--- src/sv/cpf_pkg.sv ---
// Shared types and constants of the checksummed packet framer.
`timescale 1ns / 1ps
`default_nettype none

package cpf_pkg;

    localparam int FRAME_LEN = 16;
    localparam int BYTE_W    = 8;
    localparam int CNT_W     = $clog2(FRAME_LEN);
    localparam int SUM_W     = 16;
    localparam int PAYLOAD_BYTES = 8;

    typedef logic [BYTE_W-1:0]                 byte_t;
    typedef logic [FRAME_LEN-1:0][BYTE_W-1:0]  frame_t;
    typedef logic [CNT_W-1:0]                  cnt_t;
    typedef logic [SUM_W-1:0]                  sum_t;

    // Frame kinds as carried on the kind field.
    localparam logic KIND_SAMPLE  = 1'b0;
    localparam logic KIND_COMMAND = 1'b1;

    localparam byte_t HDR_0 = 8'hAA;
    localparam byte_t HDR_1 = 8'h55;
    localparam byte_t HDR_2 = 8'h5A;
    localparam byte_t HDR_3 = 8'hA5;
    localparam byte_t HDR_4 = 8'hBB;

    localparam byte_t TYPE_SAMPLE  = 8'h91;
    localparam byte_t TYPE_COMMAND = 8'h15;

    // Sum of the five fixed header bytes, folded at elaboration.
    localparam sum_t HDR_SUM = sum_t'(HDR_0) + sum_t'(HDR_1) + sum_t'(HDR_2)
                             + sum_t'(HDR_3) + sum_t'(HDR_4);

    // Byte positions inside a frame.
    localparam cnt_t POS_TYPE    = cnt_t'(5);
    localparam int   POS_PAYLOAD = 6;
    localparam cnt_t POS_SUM_HI  = cnt_t'(FRAME_LEN - 2);
    localparam cnt_t POS_SUM_LO  = cnt_t'(FRAME_LEN - 1);
    localparam cnt_t CNT_LAST    = cnt_t'(FRAME_LEN - 1);

    typedef struct packed {
        logic               kind;
        logic signed [31:0] sample_value;
        logic        [31:0] sample_index;
        logic        [7:0]  command_code;
        logic        [7:0]  signal_number;
        logic        [15:0] sample_rate;
        logic        [31:0] sample_count;
    } req_t;

endpackage

`default_nettype wire

--- src/sv/cpf_frame_build.sv ---
// Combinational assembly of one 16-byte frame with its checksum.
`timescale 1ns / 1ps
`default_nettype none

module cpf_frame_build (
    input  cpf_pkg::req_t   req,
    output cpf_pkg::frame_t frame
);
    import cpf_pkg::*;

    logic [PAYLOAD_BYTES*BYTE_W-1:0] payload;
    byte_t                           type_byte;
    sum_t                            sum;

    always_comb
    begin
        if (req.kind == KIND_COMMAND)
        begin
            payload   = {req.command_code, req.signal_number, req.sample_rate,
                         req.sample_count};
            type_byte = TYPE_COMMAND;
        end
        else
        begin
            payload   = {req.sample_value, req.sample_index};
            type_byte = TYPE_SAMPLE;
        end

        frame    = '0;
        frame[0] = HDR_0;
        frame[1] = HDR_1;
        frame[2] = HDR_2;
        frame[3] = HDR_3;
        frame[4] = HDR_4;
        frame[POS_TYPE] = type_byte;

        // The header part of the sum is a constant; only the type and the
        // eight payload bytes are added in logic.
        sum = HDR_SUM + sum_t'(type_byte);
        for (int i = 0; i < PAYLOAD_BYTES; i++)
        begin
            frame[POS_PAYLOAD + i] = payload[(PAYLOAD_BYTES - i) * BYTE_W - 1 -: BYTE_W];
            sum = sum + sum_t'(payload[(PAYLOAD_BYTES - i) * BYTE_W - 1 -: BYTE_W]);
        end

        frame[POS_SUM_HI] = sum[SUM_W-1 -: BYTE_W];
        frame[POS_SUM_LO] = sum[BYTE_W-1:0];
    end

endmodule

`default_nettype wire

--- src/sv/cpf_serializer.sv ---
// Frame register, byte counter and registered byte output stage.
`timescale 1ns / 1ps
`default_nettype none

module cpf_serializer (
    input  logic             clk,
    input  logic             rst_n,
    input  logic             load,
    input  cpf_pkg::frame_t  frame_in,
    output logic             free,
    output logic             byte_valid,
    input  logic             byte_ready,
    output cpf_pkg::byte_t   frame_byte,
    output logic             last_byte
);
    import cpf_pkg::*;

    frame_t frame_reg;
    logic   busy_reg, busy_next;
    cnt_t   cnt_reg, cnt_next;
    logic   out_valid_reg, out_valid_next;
    byte_t  byte_reg;
    logic   last_reg;

    logic advance;
    logic at_end;
    logic emit;

    // The output register can take a new beat when it is empty or draining.
    assign advance = !out_valid_reg || byte_ready;
    assign at_end  = (cnt_reg == CNT_LAST);
    assign emit    = busy_reg && advance;
    assign free    = !busy_reg || (advance && at_end);

    always_comb
    begin
        busy_next      = busy_reg;
        cnt_next       = cnt_reg;
        out_valid_next = out_valid_reg;

        if (advance)
        begin
            out_valid_next = busy_reg;
        end

        if (emit)
        begin
            cnt_next = at_end ? '0 : cnt_reg + cnt_t'(1);
            if (at_end)
            begin
                busy_next = 1'b0;
            end
        end

        if (load)
        begin
            busy_next = 1'b1;
            cnt_next  = '0;
        end
    end

    always_ff @(posedge clk or negedge rst_n)
    begin
        if (!rst_n)
        begin
            busy_reg      <= 1'b0;
            cnt_reg       <= '0;
            out_valid_reg <= 1'b0;
        end
        else
        begin
            busy_reg      <= busy_next;
            cnt_reg       <= cnt_next;
            out_valid_reg <= out_valid_next;
        end
    end

    always_ff @(posedge clk)
    begin
        if (load)
        begin
            frame_reg <= frame_in;
        end
        if (emit)
        begin
            byte_reg <= frame_reg[cnt_reg];
            last_reg <= at_end;
        end
    end

    assign byte_valid = out_valid_reg;
    assign frame_byte = byte_reg;
    assign last_byte  = last_reg;

endmodule

`default_nettype wire

--- src/sv/checksummed_packet_framer.sv ---
// Top level of the checksummed packet framer.
// Path: input register, frame register, then the registered byte output stage.
// Throughput: one frame byte per cycle while byte_ready is high; the byte counter of the
// serializer steps through the frame, and the next item waits in the input register.
// Reset: rst_n clears all valid flags and the byte counter asynchronously; no frame
// is in flight after reset.
`timescale 1ns / 1ps
`default_nettype none

module checksummed_packet_framer (
    input  logic                clk,
    input  logic                rst_n,
    input  logic                item_valid,
    output logic                item_ready,
    input  logic                kind,
    input  logic signed [31:0]  sample_value,
    input  logic        [31:0]  sample_index,
    input  logic        [7:0]   command_code,
    input  logic        [7:0]   signal_number,
    input  logic        [15:0]  sample_rate,
    input  logic        [31:0]  sample_count,
    output logic                byte_valid,
    input  logic                byte_ready,
    output cpf_pkg::byte_t      frame_byte,
    output logic                last_byte
);
    import cpf_pkg::*;

    req_t   req_reg;
    logic   req_valid_reg, req_valid_next;
    frame_t frame;
    logic   free;
    logic   load;
    logic   accept;

    assign item_ready = !req_valid_reg || free;
    assign accept     = item_valid && item_ready;
    assign load       = req_valid_reg && free;

    always_comb
    begin
        req_valid_next = accept || (req_valid_reg && !free);
    end

    always_ff @(posedge clk or negedge rst_n)
    begin
        if (!rst_n)
        begin
            req_valid_reg <= 1'b0;
        end
        else
        begin
            req_valid_reg <= req_valid_next;
        end
    end

    always_ff @(posedge clk)
    begin
        if (accept)
        begin
            req_reg.kind          <= kind;
            req_reg.sample_value  <= sample_value;
            req_reg.sample_index  <= sample_index;
            req_reg.command_code  <= command_code;
            req_reg.signal_number <= signal_number;
            req_reg.sample_rate   <= sample_rate;
            req_reg.sample_count  <= sample_count;
        end
    end

    cpf_frame_build u_build (
        .req   (req_reg),
        .frame (frame)
    );

    cpf_serializer u_ser (
        .clk        (clk),
        .rst_n      (rst_n),
        .load       (load),
        .frame_in   (frame),
        .free       (free),
        .byte_valid (byte_valid),
        .byte_ready (byte_ready),
        .frame_byte (frame_byte),
        .last_byte  (last_byte)
    );

endmodule

`default_nettype wire

--- config.mk ---
export PLATFORM = sky130hd
export DESIGN_NAME = checksummed_packet_framer
export DESIGN_NICKNAME = d
export VERILOG_FILES = /design/src/sv/cpf_pkg.sv /design/src/sv/cpf_frame_build.sv /design/src/sv/cpf_serializer.sv /design/src/sv/checksummed_packet_framer.sv
export SDC_FILE = /design/constraint.sdc
export NUM_CORES = 1
export LEC_CHECK = 0
export ABC_AREA = 1
export BUFFER_PORTS_ARGS = -buffer_cell sky130_fd_sc_hd__buf_2
export CORE_AREA = 5 5 151 153
export CTS_CLUSTER_DIAMETER = 80
export DETAILED_ROUTE_END_ITERATION = 8
export DIE_AREA = 0 0 156 158
export GPL_TIMING_DRIVEN = 0
export PLACE_DENSITY = 0.73
export SYNTH_ARGS = -nofsm -noshare
export SYNTH_HDL_FRONTEND = slang
export SYNTH_SLANG_ARGS = --single-unit
--- constraint.sdc ---
create_clock -name clk -period 4.5 [get_ports clk]
set_input_delay 0.9 -clock clk [delete_from_list [all_inputs] [get_ports clk]]
set_output_delay 0.9 -clock clk [all_outputs]
set_load 0.005 [all_outputs]
* Word-level counts from Yosys, hierarchy flattened
Index checks and enable logic that the tools add are counted.
Word-level totals: register bits 233, input port bits 133, output and inout bits 11, word-level logic and storage cells 62
Operators by class: add/sub/neg operators 10, magnitude comparators 1, eq/ne operators 1, multiplexer cells 10, reduce and logical (&&, ||, !) cells 16
Operators with widths (number):
- adder 16 x 8 -> 16 bit | 8
- two-way mux 64 bit | 1
- binary-select mux 8 bit (select 4 bit) | 1
- two-way mux 8 bit | 2
- two-way mux 4 bit | 3
- adder 10 x 8 -> 11 bit (first input constant) | 1
- logical AND 1 bit | 5
- less-than comparator 4 x 5 -> 1 bit (second input constant) | 1
- adder 4 x 1 -> 4 bit (second input constant) | 1
- equality test 4 bit (second input constant) | 1
- zero test 1 bit | 4
- logical OR 1 bit | 4
- nonzero test 2 bit | 2
- two-way mux 1 bit | 3
- AND reduction 2 bit | 1

* Logic depth before layout (Yosys ltp)
Gate-level depths: netlist of the first run.
word-level depth 10, depth in mapped cells 23

* By module
From an unflattened synthesis of the first run, not the netlist that was laid out.
Unflattened totals: cell total of the unflattened synthesis 1166, area, all modules 13326.5 um^2
Modules (own cells, without submodules):
- cpf_serializer | times used 1, cells an instance 561, area an instance 6088.3 um^2, seq. area each 4264.1 um^2
- checksummed_packet_framer | times used 1, cells an instance 137, area an instance 3926.3 um^2, seq. area each 3898.7 um^2
- cpf_frame_build | times used 1, cells an instance 468, area an instance 3311.9 um^2, seq. area each 0.0 um^2

* Least setup slack after synthesis of the first run
OpenSTA, ideal clock, no wires.
path kind register to register, start reg req_reg[128] in the netlist's numbering, end reg u_ser.frame_reg[114] in the netlist's numbering, data pin, arrival 4013 ps, data required time 4248 ps, slack 235 ps, stages on the path, launching flop included 17, buffers on the path 2, period minus slack after synthesis 4265 ps, cell sequence edfxtp_1 buf_4 buf_2 o21ai_0 fa_1 fa_1 fa_1 fa_1 inv_1 ha_1 fa_1 nand3_1 nand2_1 nand3_1 nand2_1 nand2_1 nand2_1
RTL lines:
- start: declaration | RTL line checksummed_packet_framer.sv:29 | req_t req_reg;
- end signal: assignment | RTL line cpf_serializer.sv:82 | frame_reg <= frame_in;
- end: declaration | RTL line cpf_serializer.sv:18 | frame_t frame_reg;

==> results of run 1 <==
-- power breakdown --
part	internal (uW)	total [uW]	switching, uW	leakage [uW]
combinational	1130	2850	1720	0.00317
clock	1070	1870	794	0.000362
sequential	2550	2600	48.7	0.00203
-- kinds of logic (layout without fill, tap and decap cells) --
family | Yosys count | count (layout) | share of synthesized area, %
simple gates | 378 | 378 | 14.9
buf+inv | 174 | 376 | 6.93
xor+xnor | 4 | 4 | 0.335
flops | 223 | 223 | 63.6
fa+ha+maj | 70 | 70 | 11.9
compound gates | 39 | 39 | 2.30
-- worst paths after layout --
| check | from | to | slack, ns | depth (start not counted) |
|---|---|---|---|---|
| worst min register to register | req_reg[128]$_DFFE_PP_ | u_ser.frame_reg[42]$_DFFE_PP_ | 0.51 | 0 |
| max in group asynchronous | rst_n | u_ser.byte_valid$_DFFE_PN0P_ | 4.12 | 1 |
| worst max-delay path | req_reg[128]$_DFFE_PP_ | u_ser.frame_reg[115]$_DFFE_PP_ | 0.08 | 20 |
| min in group clk | req_reg[128]$_DFFE_PP_ | u_ser.frame_reg[42]$_DFFE_PP_ | 0.51 | 0 |
| worst min-delay path | rst_n | u_ser.busy_reg$_DFFE_PN0P_ | 0.22 | 1 |
| worst max register to register | req_reg[128]$_DFFE_PP_ | u_ser.frame_reg[115]$_DFFE_PP_ | 0.08 | 20 |
-- routing by layer --
metal	vias up	global-route usage [%]	wire (um)
met4	0	5.38	547
met1	3156	24.5	9600
met3	39	3.50	1560
li1	3241	-	-
met2	250	31.4	11500
met5	-	0	0
-- cells in the final DEF, fill, tap and decap left out, drive strengths merged, types with 4 or more instances in the layout --
| master | synthesis | layout |
|---|---|---|
| nand2 | 280 | 280 |
| edfxtp | 216 | 216 |
| buf | 22 | 178 |
| inv | 145 | 147 |
| nand3 | 61 | 61 |
| fa | 49 | 49 |
| clkbuf | 6 | 36 |
| o21ai | 27 | 27 |
| ha | 21 | 21 |
| nor2 | 16 | 16 |
| or2 | 14 | 14 |
| clkinv | 1 | 12 |
| dfrtp | 7 | 7 |
| nand3b | 5 | 5 |
| a21oi | 5 | 5 |
| xor2 | 4 | 4 |
-- timing repair --
item                       in CTS  in global routing
setup endpoints to repair       9                  8
pin swaps                       9                 48
gates cloned                    0                  2
hold buffers                    0                  0
setup buffers                   4                  8
gates resized for setup        56                 72
-- through the flow --
stage	util, %	total power (uW)	worst slack, ns
after floorplan	-	4220	0.235
after global placement	53.8	4780	-0.730
after detailed placement	54.1	4850	-0.515
after CTS	58.7	6960	0.00143
after global routing	60.1	7720	-0.0431
final	60.1	7320	0.0767
-- layout make-up --
type                       instances  area (sq um)
multi-input combinational        491          3350
clock buffer                      28           637
buffer                            27           274
timing repair buffer             159           915
fill                            1661          8550
tap                              280           350
inverter                         146           568
sequential                       223          6660
clock inverter                    16           113
==> key figures, run 1 <==
Detailed routing
  • TritonRoute pass-1 iters: 5
  • Drt wl/cell: around 17 um
  • Iter 0 DRT Violations: roughly 540
  • Number of routed nets with antenna violations: 0
  • Routed Wire Length: between 20000 and 25000 um
  • Via density: 4.88
  • DR vias: 6686
  • Residual DRC: 0

Power and ir drop
  • Peak supply drop: approximately 0.47 mV
  • PwrDens: ~570 nW/um^2
  • P_leak: ~0.0056 uW

Critical path
  • Crit path max fanout: 7
  • Most common cell on crit path: fa_1
  • CP Cell Sequence: buf_8, clkinv_8, buf_8, buf_6, or2_2, o21ai_4, fa_1, inv_2, fa_1, inv_2, fa_1, fa_1, inv_1, ha_4, a21oi_1, nand2_2, nand3_2, nand2_1, nand2_1, nand2_1
  • CP bufs+invs: 7
  • WP data required: ~4.8 ns
  • Crit Path Category: reg -> reg
  • CP Capture Type: flip-flop
  • Max incr delay on CP: between 0.5 and 0.6 ns
  • Largest delay contributor family on the critical path: adder cells
  • CP Data Arrival Time: ~4.7 ns
  • Worst path slowest cell: fa_1
  • Setup crit start kind: flip-flop

Final layout
  • Area Overhead vs Synth: 23.0%
  • Max reg flops: approximately 130
  • Final Non-Filler Cells: approximately 1400
  • # nets final: about 1300
  • Design area: between 10000 and 15000 sq um
  • Antenna diode count: 0
  • Share of cells above drive strength 1: approximately 29%

Placed design
  • Post-DP Area: 11600 sq um
  • GPL Wtd Cong: around 0.9
  • Post-placement cell count: 1313
  • Port Buffers: roughly 140
  • DP HPWL: roughly 17000 um

Yosys
  • Average cell area after synthesis: between 10 and 15 sq um
  • Commonest cells in the netlist: nand2_1, edfxtp_1, inv_1, nand3_1, fa_1
  • Async set-or-reset flop fraction in the synthesized netlist: between 3 and 4%
  • Post-synth EDFFs: 216
  • Gate count after technology mapping: about 890
  • Distinct cells, synth: 32
  • Ranking of synthesized cells by area: edfxtp_1, nand2_1, fa_1
  • YS warnings: 0
  • Cell area after synthesis: 10500 sq um
  • Synth Flop Type: edfxtp_1
  • Sequential share of the synthesized area: between 60 and 70%
  • Largest area contributor in the netlist: edfxtp_1
  • Net Count, Synth: 1091
  • Most frequent cell after synthesis: nand2_1
  • FF+latch count, synth: 223
  • Post-synth top area share: 62.0%

GRT
  • Largest net degree at the start of global routing: 73
  • Gr ovfl total: 0
  • Antenna violations before repair: 0
  • Number of global-route vias before repair: 6855
  • Global-route wire length before repair: approximately 35000 um
  • Total GRT Usage: 18.5%

Timing
  • Fin. max-slew vios: 0
  • Final Setup Violations: 0
  • RSZ-0062 raised after global routing: yes
  • TNS Setup: 0 ns
  • Slew headroom: roughly 57%
  • Max Freq: between 0.2 and 0.25 GHz
  • Worst Skew: about 0.0082 ns
  • Actual slew at the worst max-slew pin: 0.645 ns
  • Crit path time final: 4.42 ns
  • Hold Slack: about 0.22 ns
  • Period utilization: between 90% and 100%
  • Final Hold Fails: 0

Clocking
  • Clock latency on the worst-skew pair: between 0.5 and 0.6 ns
  • CTS Buf Count: 24
  • Root Driver: clkbuf_16
  • TritonCTS clock tree: built
  • Clock tree buffer depth: 3
  • Worst-path clk slew: about 0.06 ns
  • H-tree depth: 1
  • Sink Count: approximately 220

Die
  • Core area: between 20000 and 25000 sq um
  • I/O pin count: roughly 140
  • Die Y: between 150 and 200 um
  • Starting Density: between 40 and 50%
  • Row cnt: 54
  • DIE AREA: around 25000 sq um
  • Die X: roughly 160 um

Outcome
  • Outcome: finished clean

Job
  • Maxcap violations: 0

Worst hold path
  • Hold/Removal Path Class: in -> async
(Power assumes the default switching activity.)
==> run 2, diff against run 1 <==
- CORE_AREA: 5 5 151 153 -> 5 5 174 134
- DIE_AREA: 0 0 156 158 -> 0 0 179 139
- RECOVER_POWER: default -> 25
==> key figures, run 2 (synthesis results as in run 1) <==
Final layout
  • Design area: between 10000 and 15000 sq um
  • Filler cell count: approximately 1700
  • Most frequent cells in the layout: nand2_1, edfxtp_1, buf_2, inv_1, nand3_1
  • Most common cell after layout, fill and taps aside: nand2_1
  • Antenna diode count: 0
  • Share of cells above drive strength 1: a little over a quarter
  • Area Overhead vs Synth: 23.8%
  • Max reg flops: 129
  • # nets final: 1277

Placed design
  • Port Buffers: approximately 140
  • Post-DP Area: between 10000 and 15000 sq um
  • GPL Wtd Cong: approximately 0.92
  • DP HPWL: 17000 um
  • Pre-CTS WS: -0.767 ns

Job
  • Maxcap violations: 0

Critical path
  • Setup crit start kind: flip-flop
  • Crit path max fanout: 7
  • CP Data Arrival Time: roughly 4.8 ns
  • CP Capture Type: flip-flop
  • Crit Path Category: reg -> reg
  • WP data required: between 4 and 5 ns

Power and ir drop
  • P_leak: 0.00560 uW
  • PwrDens: between 500 and 600 nW/um^2
  • Final Power: about 7500 uW
  • Peak supply drop: approximately 0.38 mV

Clocking
  • Hold buffer count at cts: 0
  • Clock latency on the worst-skew pair: between 0.5 and 0.6 ns
  • Worst-path clk slew: approximately 0.06 ns
  • TritonCTS clock tree: built
  • CTS Buf Count: 24
  • Clock tree buffer depth: 3
  • Root Driver: clkbuf_16
  • Sink Count: ~220
  • H-tree depth: 1

Die
  • Starting Density: 48.5%
  • DIE AREA: about 25000 sq um
  • Core area: around 22000 sq um
  • Die X: ~180 um
  • Die Y: between 100 and 150 um
  • Row cnt: 47
  • I/O pin count: ~140

Timing
  • Actual slew at the worst max-slew pin: ~0.64 ns
  • Final Hold Fails: 0
  • Fin. max-slew vios: 0
  • Crit path time final: ~4.6 ns
  • Period utilization: 101%
  • Final worst setup slack: -0.0644 ns
  • Slew headroom: between 50 and 60%
  • Worst Skew: 0.00816 ns
  • TNS Setup: -0.246 ns
  • Final Setup Violations: 5
  • RSZ-0062 raised after global routing: yes
  • Max Freq: about 0.22 GHz

Outcome
  • Failing checks: negative setup slack
  • Outcome: finished with violations

Detailed routing
  • Routed Wire Length: around 24000 um
  • Routed met1 length: 10700 um
  • Number of routed nets with antenna violations: 0
  • Residual DRC: 0
  • DR WL met3: 2460 um
  • Via density: between 4 and 5
  • Iter 0 DRT Violations: ~510
  • TritonRoute pass-1 iters: 6
  • Met2 WL post-DR: 10200 um
  • Uppermost layer routed: met4
  • Drt wl/cell: around 17 um
  • DR vias: between 6000 and 7000

GRT
  • Gr ovfl total: 0
  • Total GRT Usage: 19.2%
  • Antenna violations before repair: 0
  • Number of global-route vias before repair: slightly below 7000
  • Largest net degree at the start of global routing: 91
  • Global-route wire length before repair: 36900 um

Worst hold path
  • Hold/Removal Path Class: in -> async
run 2: changes by cell type in the layout (fill, tap and decap cells not counted), moves of 3 or more:
cell	previous run	this run
clkinv_1	8	4
inv_6	4	1
buf_6	8	5
inv_2	15	12
inv_1	127	130
or2_4	1	5
nand2_2	27	20
buf_4	17	20
nand2_1	250	258
bufinv_16	1	4
clkbuf_1	5	10
o21ai_2	9	4
run 2: power breakdown:
group          switching, uW  internal [uW]  leakage, uW
combinational           1690           1130      0.00317
sequential              52.2           2550      0.00203
clock                    788           1250     0.000396
run 2: final cells by class:
type / instances / area [sq um] / share of cell area (%)
clock inverter: 13 / 168 / 1.29
multi-input combinational: 491 / 3340 / 25.8
clock buffer: 31 / 648 / 5.00
buffer: 28 / 294 / 2.27
sequential: 223 / 6660 / 51.4
tap: 294 / 368 / 2.84
inverter: 146 / 568 / 4.38
timing repair buffer: 160 / 911 / 7.03
run 2: timing repair:
item / 4_1_cts / 5_1_grt
gates resized for setup: 65 / 48
gates cloned: 0 / 1
setup buffers: 6 / 8
pin swaps: 8 / 29
setup endpoints to repair: 9 / 7
run 2: metrics by stage:
step | hold WS [ns] | cells | util (%)
final | 0.287 | 1386 | 60.0
after global routing | 0.307 | 1386 | 60.0
after CTS | 0.203 | 1377 | 58.9
after detailed placement | 0.479 | 1327 | 53.8
after global placement | 0.496 | 1325 | 53.5
after floorplan | 0.428 | 888 | -
run 2: worst paths after layout:
path / startpoint / to / slack, ns / depth (start not counted)
worst max-delay path: req_reg[128]$_DFFE_PP_ / u_ser.frame_reg[126]$_DFFE_PP_ / -0.06 / 16
worst min-delay path: rst_n / u_ser.byte_valid$_DFFE_PN0P_ / 0.29 / 1
worst max register to register: req_reg[128]$_DFFE_PP_ / u_ser.frame_reg[126]$_DFFE_PP_ / -0.06 / 16
worst min register to register: u_ser.byte_valid$_DFFE_PN0P_ / u_ser.byte_valid$_DFFE_PN0P_ / 0.53 / 2
max in group asynchronous: rst_n / u_ser.cnt_reg[0]$_DFFE_PN0P_ / 3.92 / 1
min in group clk: u_ser.byte_valid$_DFFE_PN0P_ / u_ser.byte_valid$_DFFE_PN0P_ / 0.53 / 2
run 2: critical path, stage by stage, from the launching register on:
cell	delay (ns)
edfxtp_1	0.44
buf_8	0.20
clkinv_8	0.09
buf_8	0.14
or2_1	0.22
o21ai_2	0.10
fa_1	0.50
fa_1	0.54
fa_1	0.54
fa_1	0.50
inv_1	0.05
ha_2	0.19
fa_2	0.37
nand3_2	0.09
nand2_4	0.07
buf_4	0.14
xor2_1	0.13
run 2: per-layer routing:
metal  GRT usage, %  vias to the layer above
met4           4.00                        0
met2           27.7                      315
met3           4.91                       42
met1           29.7                     3253
li1               -                     3255
met5              0                        -
